## src/dsra_pkg.sv

```systemverilog
`timescale 1ns / 1ps
// Shared widths, register indexes and pipeline payload types for the
// diffusion stencil row assembler. No dependencies.
package dsra_pkg;

  localparam int MAX_DIMS = 3;
  localparam int NLANES   = 2 * MAX_DIMS;

  localparam int IDX_W    = 30;
  localparam int COEF_W   = 24;
  localparam int VAL_W    = 30;
  localparam int GRID_W   = 10;
  localparam int DIMS_W   = 2;
  localparam int MASK_W   = NLANES;
  localparam int NSQ_W    = 2 * GRID_W;
  localparam int PROD_W   = 2 * COEF_W + 1;
  localparam int SUM_W    = COEF_W + 1;
  localparam int DIAG_W   = 28;
  localparam int SLOT_W   = 3;

  localparam int IN_DATA_W  = 200;
  localparam int OUT_DATA_W = 96;
  localparam int CFG_IDX_W  = 2;
  localparam int CFG_DATA_W = GRID_W;

  // coordinate split: long division of the index, then of its remainder
  localparam int DIV1_STEPS   = IDX_W;
  localparam int DIV2_STEPS   = GRID_W;
  localparam int COORD_STAGES = DIV1_STEPS + DIV2_STEPS;
  localparam int MEAN_STEPS   = COEF_W;
  localparam int MEAN_TAIL    = COORD_STAGES - MEAN_STEPS;
  localparam int FRONT_STAGES = 2;
  localparam int PIPE_DEPTH   = FRONT_STAGES + COORD_STAGES;

  localparam logic [CFG_IDX_W-1:0] REG_GRID_SIZE     = 2'd0;
  localparam logic [CFG_IDX_W-1:0] REG_DIMS          = 2'd1;
  localparam logic [CFG_IDX_W-1:0] REG_BOUNDARY_MASK = 2'd2;

  localparam logic [DIMS_W-1:0] DIMS_TWO   = 2'd2;
  localparam logic [DIMS_W-1:0] DIMS_THREE = 2'd3;

  typedef struct packed {
    logic [GRID_W-1:0] n;
    logic [DIMS_W-1:0] dims;
    logic [MASK_W-1:0] mask;
  } cfg_t;

  typedef struct packed {
    logic [IDX_W-1:0]                   idx;
    logic [COEF_W-1:0]                  center;
    logic [NLANES-1:0][COEF_W-1:0]      coeff;
    cfg_t                               cfg;
  } raw_t;

  typedef struct packed {
    logic [IDX_W-1:0]  idx;
    logic [COEF_W-1:0] center;
    cfg_t              cfg;
    logic [NSQ_W-1:0]  nsq;
  } side_t;

  typedef struct packed {
    side_t                         side;
    logic [NLANES-1:0][PROD_W-1:0] prod;
    logic [NLANES-1:0][SUM_W-1:0]  sum;
  } front_t;

  typedef struct packed {
    side_t             side;
    logic [IDX_W-1:0]  q1;
    logic [GRID_W-1:0] q2;
    logic [GRID_W-1:0] r2;
  } coord_t;

  typedef struct packed {
    logic take;
    logic busy;
  } emit_ctl_t;

endpackage

```

## src/dsra_emit.sv

```systemverilog
`timescale 1ns / 1ps
// Entry sequencer: walks the face slots of one cell, one matrix entry per
// beat into the output register, diagonal last. Uses dsra_pkg.
module dsra_emit
  import dsra_pkg::*;
(
  input  logic                          clk,
  input  logic                          rst_n,
  input  logic                          item_valid,
  input  coord_t                        item,
  input  logic [NLANES-1:0][COEF_W-1:0] item_mean,
  output emit_ctl_t                     ctl,
  output logic                          out_tvalid,
  input  logic                          out_tready,
  output logic [OUT_DATA_W-1:0]         out_tdata,
  output logic                          out_tlast
);

  logic                                  busy_r, busy_nxt;
  logic [SLOT_W-1:0]                     slot_r, slot_nxt;
  logic [DIAG_W-1:0]                     acc_r, acc_nxt;
  side_t                                 side_r;
  logic [MAX_DIMS-1:0][IDX_W-1:0]        crd_r, crd_nxt;
  logic [NLANES-1:0][COEF_W-1:0]         mean_r;

  logic                                  ov_r, ov_nxt;
  logic [IDX_W-1:0]                      orow_r, ocol_r, ocol_nxt;
  logic [VAL_W-1:0]                      oval_r, oval_nxt;
  logic                                  olast_r, olast_nxt;

  logic                                  step, diag, hi, exists, take;
  logic [1:0]                            dim;
  logic [IDX_W-1:0]                      c, stride;
  logic [COEF_W-1:0]                     m;

  assign step = busy_r && (!ov_r || out_tready);
  assign diag = (slot_r == {side_r.cfg.dims, 1'b0});
  assign dim  = slot_r[SLOT_W-1:1];
  assign hi   = slot_r[0];
  assign m    = mean_r[slot_r];
  assign take = item_valid && (!busy_r || (step && diag));

  always_comb begin
    unique case (dim)
      2'd1:    begin c = crd_r[1]; stride = IDX_W'(side_r.cfg.n); end
      2'd2:    begin c = crd_r[2]; stride = IDX_W'(side_r.nsq);   end
      default: begin c = crd_r[0]; stride = IDX_W'(1);            end
    endcase
    if (hi) begin
      exists = c < (IDX_W'(side_r.cfg.n) - IDX_W'(1));
    end else begin
      exists = (c != '0);
    end
  end

  // coordinates from the two quotients and the final remainder
  always_comb begin
    crd_nxt = '0;
    unique case (item.side.cfg.dims)
      DIMS_THREE: begin
        crd_nxt[0] = IDX_W'(item.r2);
        crd_nxt[1] = IDX_W'(item.q2);
        crd_nxt[2] = item.q1;
      end
      DIMS_TWO: begin
        crd_nxt[0] = IDX_W'(item.q2);
        crd_nxt[1] = item.q1;
      end
      default: begin
        crd_nxt[0] = item.q1;
      end
    endcase
  end

  always_comb begin
    busy_nxt  = busy_r;
    slot_nxt  = slot_r;
    acc_nxt   = acc_r;
    ov_nxt    = ov_r && !out_tready;
    ocol_nxt  = ocol_r;
    oval_nxt  = oval_r;
    olast_nxt = olast_r;
    if (step) begin
      if (diag) begin
        busy_nxt  = 1'b0;
        ov_nxt    = 1'b1;
        ocol_nxt  = side_r.idx;
        oval_nxt  = VAL_W'(acc_r);
        olast_nxt = 1'b1;
      end else begin
        slot_nxt = slot_r + SLOT_W'(1);
        if (exists) begin
          ov_nxt    = 1'b1;
          ocol_nxt  = hi ? side_r.idx + stride : side_r.idx - stride;
          oval_nxt  = VAL_W'(0) - VAL_W'(m);
          olast_nxt = 1'b0;
          acc_nxt   = acc_r + DIAG_W'(m);
        end else if (side_r.cfg.mask[slot_r]) begin
          // Dirichlet face adds twice the center coefficient
          acc_nxt = acc_r + DIAG_W'({side_r.center, 1'b0});
        end
      end
    end
    if (take) begin
      busy_nxt = 1'b1;
      slot_nxt = '0;
      acc_nxt  = '0;
    end
  end

  always_ff @(posedge clk) begin
    if (!rst_n) begin
      busy_r <= 1'b0;
      ov_r   <= 1'b0;
    end else begin
      busy_r <= busy_nxt;
      ov_r   <= ov_nxt;
    end
  end

  always_ff @(posedge clk) begin
    slot_r  <= slot_nxt;
    acc_r   <= acc_nxt;
    ocol_r  <= ocol_nxt;
    oval_r  <= oval_nxt;
    olast_r <= olast_nxt;
    if (step) begin
      orow_r <= side_r.idx;
    end
    if (take) begin
      side_r <= item.side;
      crd_r  <= crd_nxt;
      mean_r <= item_mean;
    end
  end

  assign ctl.take   = take;
  assign ctl.busy   = busy_r;
  assign out_tvalid = ov_r;
  assign out_tdata  = {(OUT_DATA_W - 2 * IDX_W - VAL_W)'(0), oval_r, ocol_r, orow_r};
  assign out_tlast  = olast_r;

endmodule

```

## config.mk

```make
export PLATFORM = sky130hd
export DESIGN_NAME = dsra_emit
export DESIGN_NICKNAME = d
export VERILOG_FILES = /design/src/dsra_pkg.sv /design/src/dsra_emit.sv
export SDC_FILE = /design/constraint.sdc
export NUM_CORES = 1
export LEC_CHECK = 0
export BUFFER_PORTS_ARGS = -buffer_cell sky130_fd_sc_hd__buf_2
export CAP_MARGIN = 20
export CORE_UTILIZATION = 60
export CTS_CLUSTER_DIAMETER = 100
export DETAILED_ROUTE_END_ITERATION = 7
export PLACE_DENSITY_LB_ADDON = 0.2
export SLEW_MARGIN = 20
export SYNTH_ARGS = -nofsm -noshare
export SYNTH_HDL_FRONTEND = slang
export SYNTH_SLANG_ARGS = --single-unit
```

## constraint.sdc

```tcl
create_clock -name clk -period 23.2 [get_ports clk]
set_clock_uncertainty 0.05 [all_clocks]
set_input_delay 0 -clock clk [delete_from_list [all_inputs] [get_ports clk]]
set_output_delay 0 -clock clk [all_outputs]
set_load 0.01 [all_outputs]
```

Word level (Yosys, flattened, before mapping) --
Cells that the tools add are included.
Storage, ports and cells: register bits after elaboration 450, input port bits 290, output and inout port bits 100
Cells by class: multiplexer cells 23, bitwise gates (word level) 1, eq/ne operators 5, order comparisons 2, add/subtract/negate cells 7, reduce and logical (&&, ||, !) cells 18
Operators by type and width (count):
- case mux 30 bit (2 select lines) | 3
- two-way mux 30 bit | 4
- two-way mux 28 bit | 3
- binary-select mux 24 bit (select 3 bit) | 1
- case mux 20 bit (2 select lines) | 1
- adder 30 bit | 1
- < comparator 30 bit | 1
- nonzero test 30 bit | 1
- subtractor 30 bit | 1
- adder 28 x 24 -> 28 bit | 1
- adder 28 x 25 -> 28 bit | 1
- subtractor 1 x 24 -> 25 bit (first input constant) | 1
- two-way mux 24 bit | 1
- subtractor 10 x 1 -> 11 bit (second input constant) | 1
- two-way mux 1 bit | 9
- nonzero test 2 bit | 4
- equality test 2 bit (second input constant) | 3
- AND reduction 2 bit | 3
- logical AND 1 bit | 4
- < comparator 3 x 4 -> 1 bit (second input constant) | 1
- adder 3 x 1 -> 3 bit (second input constant) | 1
- binary-select mux 1 bit (select 3 bit) | 1
- equality test 3 bit | 1
- zero test 1 bit | 3
- 4 further kinds | 5

Depth between registers and ports, before layout --
depth after elaboration 8, depth in mapped cells 27, depth with buffers taken out 21

Least setup slack after synthesis --
No wires, ideal clock.
path kind register -> output, start point register slot_r[1], end point output port ctl[1] in the netlist's numbering, arrival 12.495 ns, path buffers 6, required time 23.150 ns, setup slack 10.655 ns, cell stages (with the launch flop) 12, cells stage by stage dfxtp_1 -> buf_1 -> clkbuf_1 -> buf_1 -> xor2_1 -> or3_1 -> clkbuf_1 -> o21ai_0 -> nand2_1 -> inv_1 -> clkbuf_1 -> buf_4
RTL lines:
- from (decl) | RTL line dsra_emit.sv:20 | logic [SLOT_W-1:0] slot_r, slot_nxt;
- from (signal assigned) | RTL line dsra_emit.sv:122 | slot_r <= slot_nxt;
- to (decl) | RTL line dsra_emit.sv:12 | output emit_ctl_t ctl,

Final worst setup path --
start point register slot_r[1], end point register ocol_r[29] (data pin)
On the way: longest elaborated chain between the ends 6, elaborated cells between the ends (all ways) 9, those cells by class add/sub: 2; eq/ne: 3; mux: 4
Ends and longest elaborated chain:
- equality test 2 bit / equality test 2 x 1 -> 1 bit (equally long branches) | RTL line dsra_emit.sv:44 | unique case (dim)
- case mux 20 bit (2 select lines) | RTL line dsra_emit.sv:44
- subtractor 30 bit / adder 30 bit (equally long branches) | RTL line dsra_emit.sv:94 | ocol_nxt = hi ? side_r.idx + stride : side_r.idx - stride;
- two-way mux 30 bit | RTL line dsra_emit.sv:94
- two-way mux 30 bit | RTL line dsra_emit.sv:92 | if (exists) begin
- two-way mux 30 bit * | RTL line dsra_emit.sv:84 | if (diag) begin
- to (signal assigned) | RTL line dsra_emit.sv:124 | ocol_r <= ocol_nxt;
- to (decl) | RTL line dsra_emit.sv:27 | logic [IDX_W-1:0] orow_r, ocol_r, ocol_nxt;
Mark *: on every way between the ends. The rest lies on a longest branch, timed or not. The select of a mux whose other input is x is not followed. A chain may end at the register's enable or synchronous reset.

==> flow_metrics.py <==
metrics = {
    "finish": {
        "drive_gt1_frac": 0.201,
        "final_nets": 2981,
        "syn2layout_area_growth_pct": 30.0,
    },
    "timing": {
        "setup_viol": 0,
        "final-hold-violation-count": 0,
        "fmax_mhz": 151,
        "relSlewSlack": 0.267,
        "period_needed_ps": 6630,
        "tightest_slew_ps": 1080,
        "tns_ps": 0,
        "rsz0062_at_grt": "false",
        "period_share": 0.286,
        "drv_slew": 0,
        "final.setup.worst_slack_ps": 16570,
        "timing.hold.ws_ps": 54.4,
    },
    "setup_path": {
        "slowest_stage": "nor4b_1",
        "worstSetupStartpointType": "flip-flop",
        "end_kind": "flip-flop",
        "reg2reg_from": "slot_r[1]",
        "worst_ep_required_time_ps": 23500,
        "critPathLaunch": "slot_r[1]",
        "crit_buf_inv": 2,
        "r2r_slack_ps": 16570,
        "cp.depth": 19,
        "reg2reg_depth": 19,
        "max_stage_delay_ps": 1000,
        "critPathKind": "flip-flop to flip-flop",
        "cp_max_fo": 75,
        "cpLargestDelayFamily": "compound AO/OA/AOI/OAI gates",
        "r2r_end": "ocol_r[29]",
        "crit_chain": "inv_1 > ha_2 > buf_4 > a221oi_1 > o21ai_0 > nor4b_1 > nor2_1 > a21oi_1 > a31oi_1 > ha_1 > and3_1 > and3_1 > nand3_1 > a21boi_0 > a311oi_1 > o31ai_1 > nand3b_1 > nand3_1 > xor2_1",
        "arrival_ps": 6930,
    },
    "die": {
        "io_pins": 390,
        "die_y_um": 198,
        "dieWidth_um": 198,
        "design.die.area_um2": 39100,
        "core_area_um2": 37700,
        "start_util": 0.611,
        "std_cell_rows": 71,
    },
    "yosys": {
        "synth_top_area_frac": 0.543,
        "yosysUniqueCellTypes": 74,
        "synth-seq-cells": 449,
        "synthTopCellsByArea": "edfxtp_1 (54%), ha_1 (6.1%), a21oi_1 (3.0%)",
        "synth_area_um2": 23000,
        "synthArstFlopShare": 0,
        "yosys.area.top_type": "edfxtp_1",
        "yosysSeqAreaShare": 0.571,
        "synthCells": 1919,
        "synth_most_common_cell": "edfxtp_1",
        "synthFlopType": "edfxtp_1",
        "synth_common_cells": "edfxtp_1 (416), nor2_1 (162), nand2_1 (141)",
        "synth_edf_count": 416,
        "yosysWarnings": 0,
        "syn_avg_cell_area_um2": 12.0,
    },
    "drt": {
        "vias_per_cell": 6.04,
        "wl_per_cell_um": 21.7,
        "drt_iter0_markers": 1520,
        "drc": 0,
        "dr.pass1.iters": 6,
        "routed_wl_um": 68000,
        "ant_nets": 0,
        "vias": 18900,
    },
    "global_route": {
        "grt_overflow": 0,
        "grtUsageTotal": 0.344,
        "grt_pass1_vias": 18652,
        "grt_max_degree": 145,
        "antenna_found_initial": 4,
        "grt_pass1_wl_um": 103000,
    },
    "job": {
        "drv_cap": 0,
    },
    "clocking": {
        "ctsHoldBuffers": 295,
        "clkTransAtPathRegs_ps": 70,
        "ctsResizeCount": 0,
        "cts-buffers-inserted": 47,
        "worstSkewPairLatency_ps": 610,
        "root_buffer": "clkbuf_16",
        "ctsHtreeMaxLevel": 2,
        "cts_setup_buffers": 0,
        "tritoncts": "built",
        "clk_path_buf_depth": 3,
        "clock_sinks": 449,
    },
    "min_path": {
        "min_from": "item_mean[132]",
        "holdPathStages": 2,
        "holdPathEnd": "mean_r[132]",
        "min_path_type": "input port to flip-flop",
    },
    "power_and_ir_drop": {
        "p_leak_nw": 11.9,
        "power.density_nw_per_um2": 90.1,
        "ir_worst_vdd_uv": 103,
    },
    "placement": {
        "hpwl_um": 39800,
        "port_buffers": 383,
        "dpl_worst_slack_ps": 16890,
        "place_congestion": 0.920,
    },
    "outcome": {
        "status": "finished clean",
    },
}
## cell families (layout without fill, tap and decap cells)
kind of cell	count (synthesis)	count (layout)	synth area share
AO/OA/AOI/OAI	484	484	0.133
XOR/XNOR	104	104	0.0396
adder cells (fa/ha/maj)	116	116	0.0640
buffers and inverters	133	822	0.0242
flip-flops	449	449	0.571
multiplexers	83	83	0.0510
other	1	10	0.000163
AND/OR/NAND/NOR	549	549	0.117
## how the worst max path moves through the flow
| stage | endpoint | slack [ps] |
|---|---|---|
| floorplan | ctl[1] | 10650 |
| global placement | ocol_r[29] | 17160 |
| detailed placement | ocol_r[29] | 16890 |
| CTS | ocol_r[29] | 16850 |
| global route | ocol_r[29] | 16140 |
| finish | ocol_r[29] | 16570 |
## routing by layer
layer  vias to the layer above  global-route usage  wire length, um
met1                      9002               0.421            25100
met5                         -                   0               13
met4                         2               0.166             2940
met3                       211              0.0600             5930
li1                       8580                   -                -
met2                      1105               0.592            34000
## where the power goes
part,switching [W],internal (W),total (W)
Clock,0.000346,0.000456,0.000803
Combinational,0.000481,0.000358,0.000839
Sequential,0.0000577,0.000997,0.00105
Total,0.000885,0.00181,0.00270
## cell type report
type	instances	area, um2
Fill cell	2193	7740
Clock buffer	53	1240
Clock inverter	34	375
Sequential cell	449	13200
Multi-Input combinational cell	1342	9340
Inverter	39	154
Tap cell	511	639
Antenna cell	4	10.0
Timing Repair Buffer	696	5000
## cell usage in the layout (no fill, tap or decap), types with 8 or more instances in the layout
cell,n
a31oi_1,20
inv_1,36
buf_4,18
and2_1,25
xor2_1,51
o211ai_1,12
nand3_1,23
or3_1,10
a21oi_1,138
a22oi_1,14
a221oi_1,29
dlygate4sd3_1,295
buf_2,383
clkinv_1,10
mux2i_1,52
nand2b_1,11
and3_1,41
xnor2_1,53
clkbuf_16,48
o21ai_0,114
o21bai_1,10
a211oi_1,22
dfxtp_1,31
o31ai_1,8
clkinv_2,9
edfxtp_1,416
ha_1,112
nand4_1,10
nor2b_1,64
mux4_2,19
nor3_1,22
nand2_1,141
or2_2,8
o22ai_1,17
o21a_1,16
nor2_1,162
nor4_1,11
a21o_1,29
## worst reg2reg max path, cell delays in order (launching register included)
cell and delay (ps):
dfxtp_2 960, inv_1 120, ha_2 300, buf_4 320, a221oi_1 520, o21ai_0 330, nor4b_1 1000, nor2_1 220
a21oi_1 190, a31oi_1 70, ha_1 420, and3_1 220, and3_1 160, nand3_1 90, a21boi_0 360, a311oi_1 220
o31ai_1 420, nand3b_1 170, nand3_1 90, xor2_1 140
## flip-flops by register name (all words and copies together) (netlist names)
register and cells:
acc_r 28, busy_r 1, crd_r 90, mean_r 144, ocol_r 30, orow_r 30, out_tlast 1, out_tvalid 1
oval_r 29, side_r 92, slot_r 3
## metrics by stage
step / total power [W] / utilization / instances / cell area, um2
after CTS: 0.00266 / 0.794 / 3124 / 29900
after global placement: 0.00181 / 0.673 / 2742 / 25300
after global routing: 0.00281 / 0.794 / 3127 / 29900
final: 0.00270 / 0.794 / 3128 / 29900
after floorplan: 0.00164 / - / 1924 / 23000
after detailed placement: 0.00183 / 0.673 / 2742 / 25300
Note: power is estimated with default switching activity, not from simulation.
